--- src/design/gtpc_pkg.sv ---
// Shared types and constants of the tadpole pattern counter
package gtpc_pkg;

	localparam int MAX_VERTICES = 1024;
	localparam int MAX_ENTRIES  = 16384;
	localparam int VTX_W        = $clog2(MAX_VERTICES);
	localparam int VCNT_W       = VTX_W + 1;
	localparam int ENT_W        = $clog2(MAX_ENTRIES);
	localparam int CNT_W        = ENT_W + 1;
	localparam int RS_DEPTH     = MAX_VERTICES + 1;
	localparam int PROD_W       = 2 * CNT_W;
	localparam int TOTAL_W      = 64;

	localparam logic OP_LOAD  = 1'b0;
	localparam logic OP_COUNT = 1'b1;

	typedef struct packed {
		logic             op;
		logic [VTX_W-1:0] row_vertex;
		logic [VTX_W-1:0] neighbor;
	} in_item_t;

	typedef struct packed {
		logic [TOTAL_W-1:0] pattern_count;
		logic               overflow;
		logic               load_error;
	} out_item_t;

	// Per-vertex scratch word: multiplicity in the current row and row cost
	typedef struct packed {
		logic [CNT_W-1:0] mult;
		logic [CNT_W-1:0] cost;
	} work_t;

	// Requests to the graph store
	typedef struct packed {
		logic              rs_we;
		logic              rs_re;
		logic [VCNT_W-1:0] rs_addr;
		logic [CNT_W-1:0]  rs_wdata;
		logic              nb_we;
		logic              nb_re;
		logic [ENT_W-1:0]  nb_addr;
		logic [VTX_W-1:0]  nb_wdata;
	} store_req_t;

	// Requests to the scratch memory
	typedef struct packed {
		logic             we;
		logic             re;
		logic [VTX_W-1:0] addr;
		work_t            wdata;
	} work_req_t;

	typedef enum logic [5:0] {
		S_CLR, S_IDLE, S_FILL, S_LWR,
		S_XINIT, S_XTOP, S_XSPAN,
		S_SPA, S_SPB, S_SPC,
		S_P1RD, S_P1A, S_P1SPAN, S_P1SCAN, S_P1CHK, S_P1WR,
		S_P2RD, S_P2Y, S_P2YSP, S_P2YW, S_P2YE, S_P2ZL, S_P2Z, S_P2ZSP,
		S_P2ZW, S_P2ZE, S_P2WL, S_P2W, S_P2WM, S_P2WT, S_P2ADD,
		S_P3RD, S_P3CLR, S_DONE
	} state_t;

endpackage

--- src/design/gtpc_seq.sv ---
// Sequencer: load handling, graph walk, shared multiplier and accumulator
module gtpc_seq (
	input  logic                          clk,
	input  logic                          arst_n,
	input  logic                          in_valid,
	output logic                          in_ready,
	input  gtpc_pkg::in_item_t            in_data,
	output logic                          out_valid,
	input  logic                          out_ready,
	output gtpc_pkg::out_item_t           out_data,
	input  logic                          cfg_valid,
	output logic                          cfg_ready,
	input  logic [gtpc_pkg::VCNT_W-1:0]   cfg_data,
	output gtpc_pkg::store_req_t          st_req,
	input  logic [gtpc_pkg::CNT_W-1:0]    rs_rd,
	input  logic [gtpc_pkg::VTX_W-1:0]    nb_rd,
	output gtpc_pkg::work_req_t           wk_req,
	input  gtpc_pkg::work_t               wk_rd
);
	import gtpc_pkg::*;

	state_t state_q, state_d, ret_q;

	logic [VCNT_W-1:0]  vc_q, vc_act, next_row_q, wp_q, x_q, spv_q;
	logic [VTX_W-1:0]   clr_q, r_q, nb_q, a_q, y_q, z_q, w_q;
	logic [CNT_W-1:0]   ent_q, lo_q, hi_q, xs_q, xe_q, i_q, j_q, je_q, k_q, ke_q, c_q;
	logic [CNT_W-1:0]   i_nx;
	logic               spe_q, err_q, ovf_q, zin_q, out_valid_q;
	logic [PROD_W-1:0]  s_q, ey_q, ez_q, mul_q, term_q, prod, ez_sel;
	logic [TOTAL_W-1:0] total_q;
	logic [TOTAL_W:0]   sum;
	out_item_t          out_q;
	logic               in_acc, load_bad, i_last;
	logic [VCNT_W-1:0]  r_ext, spv_nx;

	assign vc_act  = (vc_q > VCNT_W'(MAX_VERTICES)) ? VCNT_W'(MAX_VERTICES) : vc_q;
	assign in_acc  = in_valid && in_ready;
	assign r_ext   = {1'b0, in_data.row_vertex};
	assign load_bad = (ent_q >= CNT_W'(MAX_ENTRIES)) ||
		(VCNT_W'(r_ext + VCNT_W'(1)) < next_row_q);
	assign i_nx    = CNT_W'(i_q + CNT_W'(1));
	assign i_last  = (i_nx == xe_q);
	assign spv_nx  = VCNT_W'(spv_q + VCNT_W'(1));
	assign prod    = PROD_W'(wk_rd.mult) * PROD_W'(wk_rd.cost);
	assign ez_sel  = (zin_q && (z_q != w_q)) ? ez_q : '0;
	assign sum     = {1'b0, total_q} + (TOTAL_W+1)'(term_q);

	assign in_ready  = (state_q == S_IDLE);
	assign cfg_ready = 1'b1;
	assign out_valid = out_valid_q;
	assign out_data  = out_q;

	// state register
	always_ff @(posedge clk or negedge arst_n) begin
		if (!arst_n) begin
			state_q <= S_CLR;
		end else begin
			state_q <= state_d;
		end
	end

	// next state and memory requests
	always_comb begin
		state_d = state_q;
		st_req  = '0;
		wk_req  = '0;
		unique case (state_q)
			S_CLR: begin
				wk_req.we   = 1'b1;
				wk_req.addr = clr_q;
				if (clr_q == '1)
					state_d = S_IDLE;
			end
			S_IDLE: begin
				if (in_acc) begin
					if (in_data.op == OP_COUNT)
						state_d = S_XINIT;
					else if (!load_bad)
						state_d = (r_ext >= next_row_q) ? S_FILL : S_LWR;
				end
			end
			S_FILL: begin
				st_req.rs_we    = 1'b1;
				st_req.rs_addr  = wp_q;
				st_req.rs_wdata = ent_q;
				if (wp_q == {1'b0, r_q})
					state_d = S_LWR;
			end
			S_LWR: begin
				st_req.nb_we    = 1'b1;
				st_req.nb_addr  = ent_q[ENT_W-1:0];
				st_req.nb_wdata = nb_q;
				state_d         = S_IDLE;
			end
			S_XINIT: state_d = S_XTOP;
			S_XTOP:  state_d = (x_q == vc_act) ? S_DONE : S_SPA;
			S_XSPAN: state_d = (lo_q == hi_q) ? S_XTOP : S_P1RD;
			S_SPA: begin
				st_req.rs_re   = 1'b1;
				st_req.rs_addr = spv_q;
				state_d        = (spv_q >= vc_act) ? ret_q : S_SPB;
			end
			S_SPB: begin
				st_req.rs_re   = 1'b1;
				st_req.rs_addr = spv_nx;
				state_d        = S_SPC;
			end
			S_SPC: state_d = ret_q;
			S_P1RD: begin
				st_req.nb_re   = 1'b1;
				st_req.nb_addr = i_q[ENT_W-1:0];
				state_d        = S_P1A;
			end
			S_P1A: state_d = S_SPA;
			S_P1SPAN: begin
				wk_req.re   = 1'b1;
				wk_req.addr = a_q;
				state_d     = S_P1SCAN;
			end
			S_P1SCAN: begin
				if (j_q == je_q) begin
					state_d = S_P1WR;
				end else begin
					st_req.nb_re   = 1'b1;
					st_req.nb_addr = j_q[ENT_W-1:0];
					state_d        = S_P1CHK;
				end
			end
			S_P1CHK: state_d = S_P1SCAN;
			S_P1WR: begin
				wk_req.we         = 1'b1;
				wk_req.addr       = a_q;
				wk_req.wdata.mult = CNT_W'(wk_rd.mult + CNT_W'(1));
				wk_req.wdata.cost = c_q;
				state_d           = i_last ? S_P2RD : S_P1RD;
			end
			S_P2RD: begin
				st_req.nb_re   = 1'b1;
				st_req.nb_addr = i_q[ENT_W-1:0];
				state_d        = S_P2Y;
			end
			S_P2Y: state_d = S_SPA;
			S_P2YSP: begin
				wk_req.re   = 1'b1;
				wk_req.addr = y_q;
				state_d     = S_P2YW;
			end
			S_P2YW: state_d = S_P2YE;
			S_P2YE: state_d = S_P2ZL;
			S_P2ZL: begin
				if (j_q == je_q) begin
					state_d = i_last ? S_P3RD : S_P2RD;
				end else begin
					st_req.nb_re   = 1'b1;
					st_req.nb_addr = j_q[ENT_W-1:0];
					state_d        = S_P2Z;
				end
			end
			S_P2Z: state_d = ({1'b0, nb_rd} == x_q) ? S_P2ZL : S_SPA;
			S_P2ZSP: begin
				wk_req.re   = 1'b1;
				wk_req.addr = z_q;
				state_d     = S_P2ZW;
			end
			S_P2ZW: state_d = S_P2ZE;
			S_P2ZE: state_d = S_P2WL;
			S_P2WL: begin
				if (k_q == ke_q) begin
					state_d = S_P2ZL;
				end else begin
					st_req.nb_re   = 1'b1;
					st_req.nb_addr = k_q[ENT_W-1:0];
					state_d        = S_P2W;
				end
			end
			S_P2W: begin
				if (nb_rd >= y_q) begin
					state_d = S_P2WL;
				end else begin
					wk_req.re   = 1'b1;
					wk_req.addr = nb_rd;
					state_d     = S_P2WM;
				end
			end
			S_P2WM:  state_d = (wk_rd.mult == '0) ? S_P2WL : S_P2WT;
			S_P2WT:  state_d = S_P2ADD;
			S_P2ADD: state_d = S_P2WL;
			S_P3RD: begin
				st_req.nb_re   = 1'b1;
				st_req.nb_addr = i_q[ENT_W-1:0];
				state_d        = S_P3CLR;
			end
			S_P3CLR: begin
				wk_req.we   = 1'b1;
				wk_req.addr = nb_rd;
				state_d     = i_last ? S_XTOP : S_P3RD;
			end
			S_DONE: begin
				if (!out_valid_q || out_ready)
					state_d = S_IDLE;
			end
			default: state_d = S_IDLE;
		endcase
	end

	// control registers: config, load bookkeeping, result handshake
	always_ff @(posedge clk or negedge arst_n) begin
		if (!arst_n) begin
			vc_q        <= VCNT_W'(MAX_VERTICES);
			ent_q       <= '0;
			next_row_q  <= '0;
			err_q       <= 1'b0;
			out_valid_q <= 1'b0;
			clr_q       <= '0;
		end else begin
			if (cfg_valid && cfg_ready)
				vc_q <= cfg_data;
			if (state_q == S_CLR)
				clr_q <= VTX_W'(clr_q + VTX_W'(1));
			if (in_acc && in_data.op == OP_LOAD && load_bad)
				err_q <= 1'b1;
			if (state_q == S_LWR) begin
				ent_q      <= CNT_W'(ent_q + CNT_W'(1));
				next_row_q <= VCNT_W'({1'b0, r_q} + VCNT_W'(1));
			end
			if (out_valid_q && out_ready)
				out_valid_q <= 1'b0;
			if (state_q == S_DONE && (!out_valid_q || out_ready))
				out_valid_q <= 1'b1;
		end
	end

	// walk datapath
	always_ff @(posedge clk) begin
		unique case (state_q)
			S_IDLE: begin
				r_q  <= in_data.row_vertex;
				nb_q <= in_data.neighbor;
				wp_q <= next_row_q;
			end
			S_FILL: wp_q <= VCNT_W'(wp_q + VCNT_W'(1));
			S_XINIT: begin
				x_q     <= '0;
				total_q <= '0;
				ovf_q   <= 1'b0;
			end
			S_XTOP: begin
				spv_q <= x_q;
				ret_q <= S_XSPAN;
			end
			S_XSPAN: begin
				xs_q <= lo_q;
				xe_q <= hi_q;
				i_q  <= lo_q;
				s_q  <= '0;
				if (lo_q == hi_q)
					x_q <= VCNT_W'(x_q + VCNT_W'(1));
			end
			S_SPA: begin
				spe_q <= (spv_q >= next_row_q);
				if (spv_q >= vc_act) begin
					lo_q <= '0;
					hi_q <= '0;
				end
			end
			S_SPB: begin
				lo_q  <= spe_q ? ent_q : rs_rd;
				spe_q <= (spv_nx >= next_row_q);
			end
			S_SPC: hi_q <= spe_q ? ent_q : rs_rd;
			S_P1A: begin
				a_q   <= nb_rd;
				spv_q <= {1'b0, nb_rd};
				ret_q <= S_P1SPAN;
			end
			S_P1SPAN: begin
				j_q  <= lo_q;
				je_q <= hi_q;
				c_q  <= '0;
			end
			S_P1CHK: begin
				if ({1'b0, nb_rd} != x_q)
					c_q <= CNT_W'(c_q + CNT_W'(1));
				j_q <= CNT_W'(j_q + CNT_W'(1));
			end
			S_P1WR: begin
				s_q <= PROD_W'(s_q + PROD_W'(c_q));
				i_q <= i_last ? xs_q : i_nx;
			end
			S_P2Y: begin
				y_q   <= nb_rd;
				spv_q <= {1'b0, nb_rd};
				ret_q <= S_P2YSP;
			end
			S_P2YSP: begin
				j_q  <= lo_q;
				je_q <= hi_q;
			end
			S_P2YW: mul_q <= prod;
			S_P2YE: ey_q <= mul_q;
			S_P2ZL: begin
				if (j_q == je_q)
					i_q <= i_last ? xs_q : i_nx;
			end
			S_P2Z: begin
				z_q   <= nb_rd;
				spv_q <= {1'b0, nb_rd};
				ret_q <= S_P2ZSP;
				if ({1'b0, nb_rd} == x_q)
					j_q <= CNT_W'(j_q + CNT_W'(1));
			end
			S_P2ZSP: begin
				k_q  <= lo_q;
				ke_q <= hi_q;
			end
			S_P2ZW: begin
				mul_q <= prod;
				zin_q <= (wk_rd.mult != '0) && (z_q != y_q);
			end
			S_P2ZE: ez_q <= mul_q;
			S_P2WL: begin
				if (k_q == ke_q)
					j_q <= CNT_W'(j_q + CNT_W'(1));
			end
			S_P2W: begin
				w_q <= nb_rd;
				if (nb_rd >= y_q)
					k_q <= CNT_W'(k_q + CNT_W'(1));
			end
			S_P2WM: begin
				mul_q <= prod;
				if (wk_rd.mult == '0)
					k_q <= CNT_W'(k_q + CNT_W'(1));
			end
			S_P2WT: term_q <= PROD_W'(s_q - ey_q - mul_q - ez_sel);
			S_P2ADD: begin
				// saturate at the all-ones count
				if (sum[TOTAL_W]) begin
					total_q <= '1;
					ovf_q   <= 1'b1;
				end else begin
					total_q <= sum[TOTAL_W-1:0];
				end
				k_q <= CNT_W'(k_q + CNT_W'(1));
			end
			S_P3CLR: begin
				if (i_last)
					x_q <= VCNT_W'(x_q + VCNT_W'(1));
				else
					i_q <= i_nx;
			end
			S_DONE: begin
				if (!out_valid_q || out_ready) begin
					out_q.pattern_count <= total_q;
					out_q.overflow      <= ovf_q;
					out_q.load_error    <= err_q;
				end
			end
			default: ;
		endcase
	end
endmodule

--- config.mk ---
export PLATFORM = sky130hd
export DESIGN_NAME = gtpc_seq
export DESIGN_NICKNAME = d
export VERILOG_FILES = /design/src/design/gtpc_pkg.sv /design/src/design/gtpc_seq.sv
export SDC_FILE = /design/constraint.sdc
export NUM_CORES = 2
export LEC_CHECK = 0
export BUFFER_PORTS_ARGS = -buffer_cell sky130_fd_sc_hd__buf_2
export CELL_PAD_IN_SITES_DETAIL_PLACEMENT = 1
export CELL_PAD_IN_SITES_GLOBAL_PLACEMENT = 1
export CORE_MARGIN = 4
export CORE_UTILIZATION = 45
export DETAILED_ROUTE_END_ITERATION = 12
export PLACE_DENSITY_LB_ADDON = 0.1
export SLEW_MARGIN = 40
export SYNTH_ARGS = -nofsm -noshare
export SYNTH_HDL_FRONTEND = slang
export SYNTH_SLANG_ARGS = --single-unit
--- constraint.sdc ---
create_clock -name clk -period 4.6 [get_ports clk]
set_input_delay 1.38 -clock clk [delete_from_list [all_inputs] [get_ports clk]]
set_output_delay 1.38 -clock clk [all_outputs]
set_load 0.05 [all_outputs]
==> qor.yml <==
diodes: 0
worstMarginPinSlew_ps: 795
clockBufferDepth: 3
synth_nets: 4336
drive_gt1_frac: 0.240
std_cell_rows: 109
grt_pass1_wl_mm: 189
yosysWarnings: 0
cp_data_arrival_time_ps: 6870
path_common_cell: "fa_1"
cts.sinks: 586
async_flop_share: 0.0939
critPathCaptureType: "flop"
drtIter0Drc: 1850
crit_fanout: 5
cts_tree: "done"
ant_nets: 0
ys_seq_area_frac: 0.429
boundaryPins: 257
core_um2: 88800
min_path_type: "reg2reg"
vias_per_cell: 5.52
area_growth_pct: 23.5
routed_wl_mm: 121
max_stage_delay_ps: 570
worstSetupPathType: "in2reg"
leakagePower_nw: 20.9
grt_pass1_vias: 32677
worstSkewPairLatency_ps: 630
violations: "negative setup slack"
cp-start-kind: "input pin"
synth_cells: 3770
clockRootBuffer: "clkbuf_16"
wire_per_inst_um: 21.7
worstReg2RegStart: "z_q[1]"
cp-startpoint: "wk_rd[2]"
synth_edf_count: 531
die-height_um: 308
synth_seq_cells: 586
grt_overflow: 0
synth.distinct_cells: 88
antenna_found_initial: 3
fmax_ghz: 0.154
io_buffers: 255
htreeDepth: 3
finClkSkew_ps: 21.2
crit_end: "mul_q[28]"
maxCapViolations: 0
start_util: 0.455
relSlewSlack: 0.468
vias: 30634
dpl_cell_area_um2: 45500
setup_slack_ps: -1910
p_per_area_nw_per_um2: 553
drc: 0
hpwlAfterDp_mm: 90.5
post-route-min-period_ps: 6510
synthFlopType: "edfxtp_1"
gp_congestion: 0.884
rsz0062_at_grt: "yes"
die-area_um2: 94700
reg2regPathDepth: 20
synthesis.area_um2: 40400
grtUsageTotal: 0.253
r2r_end: "term_q[29]"
status: "complete, but fails checks"
slowest_stage: "fa_1"
fin_crit_sh: 1.42
setup_viol: 41
drv_slew: 0
place_ws_ps: -2580
crit_chain: "buf_8 > and2_4 > fa_1 > inv_2 > fa_1 > inv_1 > fa_1 > fa_1 > fa_1 > inv_1 > fa_1 > inv_2 > ha_4 > nand2_4 > nor2_4 > a31oi_4 > a2111oi_4 > o31ai_4 > and3_1 > o31ai_1 > a21oi_1 > xnor2_1"
cts_made_buffers: 70
final-hold-violation-count: 0
timing.critical_path.required_ps: 4960
clk_pin_slew_worst_paths_ps: 60
die_w_um: 308
first_pass_iters: 6
grt_max_degree: 66
vdd_drop_max_v: 0.000774
r2r_slack_ps: -260
nFillCells: 9413
synth_area_per_cell_um2: 10.7
finish.instance_area_um2: 49900
final_nets: 4900
## registers in the layout (all words and copies together) (netlist names), 30 cells and up
register,count
ez_q,30
out_data,66
term_q,30
ey_q,30
s_q,30
total_q,64
mul_q,30
## cell type report
| type | count | area, µm² | share of cell area |
|---|---|---|---|
| inverters | 337 | 1280 | 0.0256 |
| flip-flops and latches | 586 | 17300 | 0.347 |
| clock inverters | 42 | 334 | 0.00669 |
| multi-input cells | 2694 | 22800 | 0.456 |
| well taps | 1165 | 1460 | 0.0292 |
| clock buffers | 85 | 1920 | 0.0385 |
| repair buffers | 645 | 4850 | 0.0971 |
## layer usage
layer,GRT usage,vias to the layer above,wire (µm)
met5,0,-,0
met4,0.0556,0,2240
met3,0.0315,145,5750
met2,0.419,670,57300
met1,0.358,15489,55500
li1,-,14330,-
## synthesized netlist by cell type (all sizes together) (7+ instances only)
master   count  area share
edfxtp     531        0.39
nand2      337       0.031
inv        336       0.031
nor2       257       0.024
ha         247       0.076
fa         227        0.11
a21oi      218       0.027
and2       210       0.033
xnor2      173       0.038
xor2       171       0.037
clkbuf     136       0.013
o21ai      109       0.014
nand3      103       0.013
and3        69       0.011
a21o        61       0.011
dfrtp       54       0.033
nor3        51      0.0066
nand4       41      0.0063
a31oi       29      0.0045
a22oi       28      0.0052
nand2b      25      0.0039
nor4        21      0.0034
mux2        20      0.0056
mux2i       20      0.0050
o21a        20      0.0037
a211oi      19      0.0037
buf         18      0.0023
o2111ai     18      0.0039
o31ai       18      0.0033
a222oi      16      0.0040
or3         16      0.0025
o211ai      13      0.0024
o221ai      12      0.0026
and4        11      0.0024
nor2b       11      0.0017
o21bai      11      0.0020
a221o       10      0.0025
or4          9      0.0017
a41oi        8      0.0017
or2          8      0.0012
a211o        7      0.0015
## worst max-delay path, delay by kind of cell
| kind | cells | cell delay [ps] |
|---|---|---|
| adder cells (fa/ha/maj) | 7 | 3370 |
| AO/OA/AOI/OAI | 5 | 1090 |
| AND/OR/NAND/NOR | 4 | 580 |
| buffers and inverters | 5 | 300 |
| XOR/XNOR | 1 | 150 |
## report_power, final
group	leakage, nW	switching [mW]	total [mW]	internal, mW
Sequential	5.63	0.612	7.41	6.80
Combinational	14.1	7.78	14.7	6.93
Clock	1.11	2.29	5.49	3.21
## cell usage in the layout, fill, tap and decap left out, drive strengths merged, types with 25 or more instances in the layout
| cell type | Yosys | routed |
|---|---|---|
| a21o | 61 | 61 |
| edfxtp | 531 | 531 |
| o21ai | 109 | 109 |
| ha | 247 | 247 |
| a21oi | 218 | 218 |
| buf | 18 | 641 |
| xnor2 | 173 | 173 |
| inv | 336 | 339 |
| nand4 | 41 | 41 |
| a22oi | 28 | 28 |
| nand2b | 25 | 25 |
| clkbuf | 136 | 89 |
| xor2 | 171 | 171 |
| nand3 | 103 | 103 |
| and3 | 69 | 69 |
| nor2 | 257 | 257 |
| clkinv | 1 | 30 |
| a31oi | 29 | 29 |
| and2 | 210 | 210 |
| nor3 | 51 | 51 |
| fa | 227 | 227 |
| nand2 | 337 | 338 |
| dfrtp | 54 | 54 |
## per-stage QoR
step                power, mW  hold WS [ps]   util  cells  setup TNS, ps
detailed placement       19.5           450  0.512   5348         -58420
CTS                      26.3           465  0.552   5524         -34860
floorplan                15.2           400      -   3770         -37770
finish                   27.6           469  0.562   5554         -36730
global route             29.5           464  0.562   5554         -43080
global placement         19.1           446  0.512   5348         -56420
## how the worst min path moves through the flow
stage	from	slack, ps	cells after the start	end
final	ovf_q	470	0	out_data[1]
after global routing	ovf_q	460	0	out_data[1]
after CTS	ovf_q	460	0	out_data[1]
after detailed placement	ovf_q	450	0	out_data[1]
after global placement	ovf_q	450	0	out_data[1]
after floorplan	ovf_q	400	0	out_data[1]
## logic make-up after synthesis
family | count (synthesis) | share of synthesized area
AO/OA/AOI/OAI | 648 | 0.105
XOR/XNOR | 347 | 0.0766
adder cells (fa/ha/maj) | 474 | 0.189
buffers and inverters | 491 | 0.0462
flip-flops | 586 | 0.429
multiplexers | 40 | 0.0105
other | 1 | 0.0000928
AND/OR/NAND/NOR | 1183 | 0.144
## timing repair
item                       4_1_cts  5_1_grt
cloned                           2        1
buffers inserted                48       42
pin swaps                      127      114
hold buffers                     0        0
setup endpoints to repair       66       84
gates resized for setup        235      136
No activity file was read; power rests on OpenSTA's default activity.
